**src/hw/rtl/ichc_pkg.sv**
```systemverilog
package ichc_pkg;

    // FNV-1a 64-bit constants.
    localparam logic [63:0] FNV_BASIS = 64'hcbf29ce484222325;
    localparam logic [63:0] FNV_PRIME = 64'h00000100000001b3;

    // Controller states.
    typedef enum logic [0:0] {
        ST_IDLE,
        ST_FOLD
    } t_state;

    // Commands from the controller to the datapath.
    typedef struct packed {
        logic mix;
        logic fold;
    } t_cmd;

    // Status from the datapath to the controller.
    typedef struct packed {
        logic out_free;
    } t_status;

    // Multiplication by the FNV prime modulo 2^64.
    // The prime is 2^40 + 0x1b3, so the product is a sum of shifted copies.
    function automatic logic [63:0] fnv_mul(input logic [63:0] x);
        fnv_mul = x + (x << 1) + (x << 4) + (x << 5) + (x << 7) + (x << 8) + (x << 40);
    endfunction

    // Zero is replaced by one so that a hash is never empty.
    function automatic logic [63:0] nonzero(input logic [63:0] x);
        nonzero = (x == 64'd0) ? 64'd1 : x;
    endfunction

endpackage

```
**src/hw/rtl/ichc_ctrl.sv**
```systemverilog
module ichc_ctrl (
    input  logic             i_clk,
    input  logic             i_rst_n,
    input  logic             i_in_valid,
    input  logic             i_last_byte,
    input  ichc_pkg::t_status i_status,
    output ichc_pkg::t_cmd   o_cmd,
    output logic             o_in_stall
);
    import ichc_pkg::*;

    t_state r_state;
    t_state n_state;

    // State register.
    always_ff @(posedge i_clk) begin
        if (!i_rst_n) begin
            r_state <= ST_IDLE;
        end else begin
            r_state <= n_state;
        end
    end

    // Next state: a last byte sends the controller to fold the image hash.
    always_comb begin
        n_state = r_state;
        unique case (r_state)
            ST_IDLE: begin
                if (i_in_valid && i_last_byte) begin
                    n_state = ST_FOLD;
                end
            end
            ST_FOLD: begin
                if (i_status.out_free) begin
                    n_state = ST_IDLE;
                end
            end
            default: n_state = ST_IDLE;
        endcase
    end

    // Outputs: bytes are taken in idle; the fold waits for a free output register.
    always_comb begin
        o_cmd      = '0;
        o_in_stall = 1'b0;
        unique case (r_state)
            ST_IDLE: begin
                o_cmd.mix = i_in_valid;
            end
            ST_FOLD: begin
                o_in_stall = 1'b1;
                o_cmd.fold = i_status.out_free;
            end
            default: o_in_stall = 1'b1;
        endcase
    end

endmodule

```
**src/hw/rtl/ichc_datapath.sv**
```systemverilog
module ichc_datapath (
    input  logic              i_clk,
    input  logic              i_rst_n,
    input  ichc_pkg::t_cmd    i_cmd,
    input  logic [7:0]        i_data_byte,
    input  logic              i_first_image,
    input  logic              i_out_stall,
    output ichc_pkg::t_status o_status,
    output logic              o_out_valid,
    output logic [63:0]       o_image_hash,
    output logic [63:0]       o_sequence_hash
);
    import ichc_pkg::*;

    logic [63:0] r_acc;
    logic [63:0] r_run;
    logic        r_first;
    logic        r_out_valid;
    logic [63:0] r_image_hash;
    logic [63:0] r_sequence_hash;
    logic [63:0] n_image_hash;
    logic [63:0] n_run;

    // Image finalisation and folding into the running sequence hash.
    always_comb begin
        n_image_hash = nonzero(r_acc);
        if ((r_run == 64'd0) || r_first) begin
            n_run = n_image_hash;
        end else begin
            n_run = nonzero(fnv_mul(r_run) ^ n_image_hash);
        end
    end

    // Accumulator, running hash and the first-image flag of the last byte.
    always_ff @(posedge i_clk) begin
        if (!i_rst_n) begin
            r_acc <= FNV_BASIS;
            r_run <= 64'd0;
        end else if (i_cmd.fold) begin
            r_acc <= FNV_BASIS;
            r_run <= n_run;
        end else if (i_cmd.mix) begin
            r_acc <= fnv_mul(r_acc ^ {56'd0, i_data_byte});
        end
    end

    always_ff @(posedge i_clk) begin
        if (i_cmd.mix) begin
            r_first <= i_first_image;
        end
    end

    // Output register: loaded by a fold, emptied when the receiver takes it.
    always_ff @(posedge i_clk) begin
        if (!i_rst_n) begin
            r_out_valid <= 1'b0;
        end else if (i_cmd.fold) begin
            r_out_valid <= 1'b1;
        end else if (!i_out_stall) begin
            r_out_valid <= 1'b0;
        end
    end

    always_ff @(posedge i_clk) begin
        if (i_cmd.fold) begin
            r_image_hash    <= n_image_hash;
            r_sequence_hash <= n_run;
        end
    end

    assign o_status.out_free = !r_out_valid || !i_out_stall;
    assign o_out_valid       = r_out_valid;
    assign o_image_hash      = r_image_hash;
    assign o_sequence_hash   = r_sequence_hash;

endmodule

```
**src/hw/rtl/image_content_hash_chain_unit.sv**
```systemverilog
// Image content hash chain: 64-bit FNV-1a over the bytes of a run of images.
// The input channel carries one byte per transaction with a last-byte flag
// and a first-image flag, of which the last byte's value is used. Each
// byte is mixed into the accumulator in the cycle it is accepted, so bytes
// of an image stream in at one per cycle.
// On the last byte the controller moves to the fold state, folding the
// image hash into the running sequence hash; the input is stalled during
// the fold. The result transaction (image hash and sequence hash) becomes
// valid when the fold loads the output register, which it does as soon as
// that register is free. The fold's logic depth is set by the constant
// prime multiply (a shift-add tree) on the running hash.
// The result sits in an output register; further bytes are accepted while
// it waits. If the receiver stalls, the next image's fold is held in the
// fold state until the output register is free.
// Reset (synchronous, active low) returns the accumulator to the offset
// basis, empties the running hash and clears the output register.
module image_content_hash_chain_unit (
    input  logic        i_clk,
    input  logic        i_rst_n,
    input  logic        i_in_valid,
    output logic        o_in_stall,
    input  logic [7:0]  i_data_byte,
    input  logic        i_last_byte,
    input  logic        i_first_image,
    output logic        o_out_valid,
    input  logic        i_out_stall,
    output logic [63:0] o_image_hash,
    output logic [63:0] o_sequence_hash
);
    import ichc_pkg::*;

    t_cmd    cmd;
    t_status status;

    // Controller.
    ichc_ctrl u_ctrl (
        .i_clk       (i_clk),
        .i_rst_n     (i_rst_n),
        .i_in_valid  (i_in_valid),
        .i_last_byte (i_last_byte),
        .i_status    (status),
        .o_cmd       (cmd),
        .o_in_stall  (o_in_stall)
    );

    // Datapath.
    ichc_datapath u_datapath (
        .i_clk           (i_clk),
        .i_rst_n         (i_rst_n),
        .i_cmd           (cmd),
        .i_data_byte     (i_data_byte),
        .i_first_image   (i_first_image),
        .i_out_stall     (i_out_stall),
        .o_status        (status),
        .o_out_valid     (o_out_valid),
        .o_image_hash    (o_image_hash),
        .o_sequence_hash (o_sequence_hash)
    );

endmodule
```
**config.mk**
```make
export PLATFORM = sky130hd
export DESIGN_NAME = image_content_hash_chain_unit
export DESIGN_NICKNAME = d
export VERILOG_FILES = /design/src/hw/rtl/ichc_pkg.sv /design/src/hw/rtl/ichc_ctrl.sv /design/src/hw/rtl/ichc_datapath.sv /design/src/hw/rtl/image_content_hash_chain_unit.sv
export SDC_FILE = /design/constraint.sdc
export NUM_CORES = 2
export LEC_CHECK = 0
export ABC_AREA = 1
export BUFFER_PORTS_ARGS = -buffer_cell sky130_fd_sc_hd__buf_2
export CORE_UTILIZATION = 50
export CTS_CLUSTER_DIAMETER = 100
export DETAILED_ROUTE_END_ITERATION = 7
export PLACE_DENSITY = 0.67
export SLEW_MARGIN = 20
export SYNTH_ARGS = -nofsm -noshare
export SYNTH_HDL_FRONTEND = slang
export SYNTH_SLANG_ARGS = --single-unit
```
**constraint.sdc**
```tcl
create_clock -name i_clk -period 6.9 [get_ports i_clk]
set_clock_uncertainty 0.05 [all_clocks]
set_input_delay 0.345 -clock i_clk [delete_from_list [all_inputs] [get_ports i_clk]]
set_output_delay 0.345 -clock i_clk [all_outputs]
set_load 0.005 [all_outputs]
```
# == Yosys cells after proc, flatten, opt, wreduce, memory -nomap -nowiden ==
# Index checks and enable logic that the tools add are counted.
# totals
reg_bits,259
latchBits,0
ram_bits,0
romBits,0
output_inout_bits,130
wordCells,44
memories,0
# classes
n_addsub,12
mul,0
div_mod_pow,0
order_cmp,0
eq_ne,1
shifts,0
mux,11
n_bitwise,4
reduce_logical,9
# op_table
op,n
64-bit adder,12
64-bit zero test,3
64-bit two-way mux,3
64-bit XOR,1
64-bit by 8-bit XOR with 64-bit output,1
1-bit two-way mux,7
1-bit zero test,2
1-bit logical OR,2
2-bit by 1-bit != test with 1-bit output (second input constant),1
1-bit inverter,2
1-bit one-hot mux with 2 select lines,1
2-bit OR reduction,1
1-bit logical AND,1

# == Longest topological paths before layout ==
# depth
word_depth,10
ltp_mapped,31
ltp_nobuf,31

# == By module ==
# Synthesis repeated with hierarchy kept, for this count alone.
# hier_totals
cells_unflattened,4413
area_unflattened_um2,34538.1
# modules_own_cells
module,n_inst,cells_per_inst,area_per_inst_um2,seq_area_each_um2
ichc_datapath,1,4405,34490.6,6456.2
ichc_ctrl,1,8,47.5,20.0

# == Worst setup path before layout ==
# OpenSTA, ideal clock, no wires.
# synth_timing
path_type,flip-flop to flip-flop
from,register u_datapath.r_acc[3]
to,register u_datapath.r_acc[55]
t_arrival_ns,4.786
setup_slack_ns,1.926
path_stages_with_launch,25
path_buffers,0
period_less_slack_ns,4.974
cell_sequence,dfxtp_1 -> xnor2_1 -> inv_1 -> fa_1 -> inv_1 -> fa_1 -> inv_1 -> fa_1 -> ha_1 -> ha_1 -> a21oi_1 -> nand2_1 -> a21boi_2 -> inv_2 -> nand2_1 -> nand2_1 -> a21oi_1 -> inv_1 -> nand3_1 -> nand3_1 -> nand2_1 -> nand2_1 -> or2_2 -> nand3_1 -> o211ai_1
# synth_via
elab_chain_cells,7
# synth_rtl
element,line_no,source
from (decl),ichc_datapath.sv:15,logic [63:0] r_acc;
from (signal assigned),ichc_datapath.sv:43,"r_acc <= fnv_mul(r_acc ^ {56'd0, i_data_byte});"
64-bit by 8-bit XOR with 64-bit output (*),ichc_datapath.sv:43,
64-bit adder (5 in a row),ichc_pkg.sv:27,fnv_mul = x + (x << 1) + (x << 4) + (x << 5) + (x << 7) + (x << 8) + (x << 40);
64-bit adder (*),ichc_pkg.sv:27,
# Every way passes the cells marked *; elsewhere a longest branch is shown, timed or not.
# A chain may end at the register's enable or synchronous reset.

# == Worst setup path in the final report ==
# layout_timing
from,register u_datapath.r_run[0]
to,register u_datapath.r_run[0]
# layout_via
elab_chain_cells,10
# layout_rtl
element,line_no,source
from (decl),ichc_datapath.sv:16,logic [63:0] r_run;
from (signal assigned),ichc_datapath.sv:41,r_run <= n_run;
64-bit adder (6 in a row),ichc_pkg.sv:27,
64-bit XOR,ichc_datapath.sv:30,n_run = nonzero(fnv_mul(r_run) ^ n_image_hash);
64-bit zero test,ichc_pkg.sv:32,nonzero = (x == 64'd0) ? 64'd1 : x;
64-bit two-way mux,ichc_pkg.sv:32,
64-bit two-way mux (*),ichc_datapath.sv:27,if ((r_run == 64'd0) || r_first) begin
# Marked as above.

==> results.cfg <==
[worst_hold_path]
min-delay-start = i_in_valid
hold_path.class = in -> reg
hold_depth = 3
hold_path_end = u_ctrl.r_state$_SDFF_PN0_

[placement]
dp_slack_ps = 668.1
placedInstanceArea_um2 = 36660
port-buffer-count = 143
hpwl_mm = 96.09
gp_congestion = 1.031

[yosys]
synth-seq-cells = 259
synthFlopType = dfxtp_1
async_flop_share = 0
syn_area_um2 = 34840
yosysUniqueCellTypes = 47
synth_fp_nets = 5306
yosysSeqAreaShare = 0.1859
syn_inst = 4526
synth_edf_count = 129
syn_avg_cell_area_um2 = 7.697
yosys_warnings = 0

[cells_and_area]
multiInputGateArea_um2 = 23080
fin_area_um2 = 37900
regArea_um2 = 6476
syn_to_final_growth_pct = 8.774
drive_gt1_frac = 0.06135
layout.nets = 5450
n_fill_cell = 6638

[drt]
top_layer = met4
routed-wl-met3_mm = 8.530
vias = 28970
firstDrtPassIters = 6
met2_length_mm = 51.15
routed_via_density = 5.150
drt-total-wl_mm = 113.6
m1WireLength_mm = 48.47
routedWlPerCell_um = 20.19
drtAntennaViolNets = 0
drt_iter0_drc = 2631
drcViolationCount = 0

[timing]
min_period_over_period = 0.9298
slew_viol_final = 0
finalSetupTns_ps = 0
finalHoldViolCount = 0
period_needed_ps = 6416
rsz0062_at_grt = false
slew_headroom = 0.2555
fmax_mhz = 155.9
setup_viol = 0
worst_pin_slew_ps = 1107
worst_slack_ps = 484.4

[clock_network]
cts.root.buffer_cell = clkbuf_16
clkLatencyLatePin_ps = 560
cts_sinks = 259
clk_pin_slew_ps = 50
cts_made_buffers = 35
h-tree-depth = 2
cts_tree = yes
cts_setup_buffers = 0
clockBufferDepth = 3

[die]
coreArea_um2 = 68830
die_area_um2 = 70740
pin_count = 144
start_util = 0.5062
row_count = 96
fp.dieW_um = 266.0
die_y_um = 266.0

[grt]
grt_pass1_wl_mm = 175.0
grt_max_degree = 80
grt_overflow_total = 0
grt_pass1_vias = 29120
grt_usage = 0.3328
antenna_found_initial = 0

[worst_setup_path]
timing.rr.end = u_datapath.r_run[0]$_SDFFE_PN0P_
rr_startpoint = u_datapath.r_run[0]$_SDFFE_PN0P_
reg2reg_depth = 25
cp-end-kind = flop
crit_arrival_ps = 6860
cp.required_ps = 7350
startpoint_type = flop
worstPathMaxFanout = 5
rrSetupSlack_ps = 480
crit_type = reg -> reg

[run]
max-cap-violations = 0

[status]
status = finished clean
-- cell families after synthesis --
group	count (synthesis)	synth area share
DFF	259	0.1859
adders and majority gates	766	0.3833
and+or+nand+nor	1521	0.1778
buffers and inverters	1401	0.1521
xor gates and xnor gates	89	0.02237
AOI/OAI and AO/OA	490	0.07854
-- worst max path at each step --
stage / start / cells after the start / slack (ps) / to
final: u_datapath.r_run[0]$_SDFFE_PN0P_ / 25 / 480 / u_datapath.r_run[0]$_SDFFE_PN0P_
after global routing: u_datapath.r_run[0]$_SDFFE_PN0P_ / 25 / 390 / u_datapath.r_run[0]$_SDFFE_PN0P_
after CTS: u_datapath.r_run[0]$_SDFFE_PN0P_ / 25 / 640 / u_datapath.r_run[0]$_SDFFE_PN0P_
after detailed placement: u_datapath.r_run[0]$_SDFFE_PN0P_ / 23 / 670 / u_datapath.o_sequence_hash[0]$_DFFE_PP_
after global placement: u_datapath.r_run[0]$_SDFFE_PN0P_ / 23 / 750 / u_datapath.o_sequence_hash[0]$_DFFE_PP_
after floorplan: u_datapath.r_acc[3]$_SDFFE_PP0P_ / 24 / 1930 / u_datapath.r_acc[55]$_SDFFE_PP1P_
-- critical path, cell delays in order, from the launching register on --
cell     delay (ps)
dfxtp_1         580
inv_1           340
fa_1            610
inv_1            50
fa_1            390
fa_1            520
inv_1            50
fa_1            490
inv_1            50
ha_1            340
nand2_1         120
nor2_1          270
nand2_1         180
nor2_1          250
nand2_1         150
a21oi_1         520
o21ai_1         160
nand2_1         190
nand2_1          70
nor2_1           90
nand2_1          70
nor2_1          270
nand3_1         230
nand2_1         120
nand3_1          90
nand2_1          90
-- flip-flops by register name, summed over array words and instances, names as in the netlist --
name                        flops
u_datapath.o_sequence_hash     64
u_datapath.o_image_hash        64
u_datapath.r_acc               64
u_ctrl.r_state                  1
u_datapath.o_out_valid          1
u_datapath.r_first              1
u_datapath.r_run               64
-- per-layer routing --
| metal | vias up | GRT usage |
|---|---|---|
| met5 | - | 0 |
| met4 | 0 | 0.1400 |
| met3 | 195 | 0.04473 |
| met2 | 1069 | 0.5283 |
| met1 | 13980 | 0.4577 |
| li1 | 13730 | - |
-- timing repair --
action,in CTS,in global routing
resized for setup,0,0
endpoints found under the hold margin,3,0
hold buffers,3,0
-- area by class of cell --
type,instances,share of cell area
clock inverter,21,0.007957
timing repair buffer,173,0.02503
multi-input combinational,2866,0.6090
antenna,1,0.00006603
inverter,1335,0.1324
tap,931,0.03074
sequential,259,0.1709
clock buffer,40,0.02387
-- through the flow --
step                      hold WS [ps]    util  instances
after floorplan                  393.9       -       4526
after global placement           418.4  0.5326       5561
after detailed placement         415.8  0.5326       5561
after CTS                        16.69  0.5506       5625
after global routing             94.90  0.5506       5625
final                            30.16  0.5506       5626
-- cell usage in the layout (no fill, tap or decap), types with 20 or more instances in the layout --
| master | count |
|---|---|
| fa_1 | 502 |
| nand4_1 | 23 |
| o21ai_0 | 170 |
| a31oi_1 | 20 |
| buf_2 | 143 |
| inv_1 | 1306 |
| dfxtp_1 | 130 |
| o21a_1 | 27 |
| xor2_1 | 51 |
| clkbuf_16 | 35 |
| a21oi_1 | 180 |
| nor2_1 | 253 |
| nand2_1 | 1031 |
| buf_4 | 27 |
| o211ai_1 | 22 |
| nor3_1 | 22 |
| inv_2 | 24 |
| o22ai_1 | 26 |
| ha_1 | 264 |
| edfxtp_1 | 129 |
| nand3b_1 | 33 |
| nand3_1 | 109 |
| xnor2_1 | 38 |
-- cell usage after synthesis (24+ instances only) --
cell type	number	area, um^2
nor2_1	255	957.2
a21oi_1	180	900.9
o22ai_1	26	162.7
inv_1	1308	4910
nand3_1	109	545.5
nand2_1	1033	3877
ha_1	264	3303
xor2_1	51	446.7
xnor2_1	38	332.8
clkbuf_1	55	206.5
o21ai_0	170	850.8
dfxtp_1	130	2603
o21a_1	27	202.7
edfxtp_1	129	3874
fa_1	502	10050
inv_2	24	90.09
nand3b_1	33	247.7
Power is not shown: default switching activity piles up to over one toggle a cycle in this logic, so the estimate is an artifact.
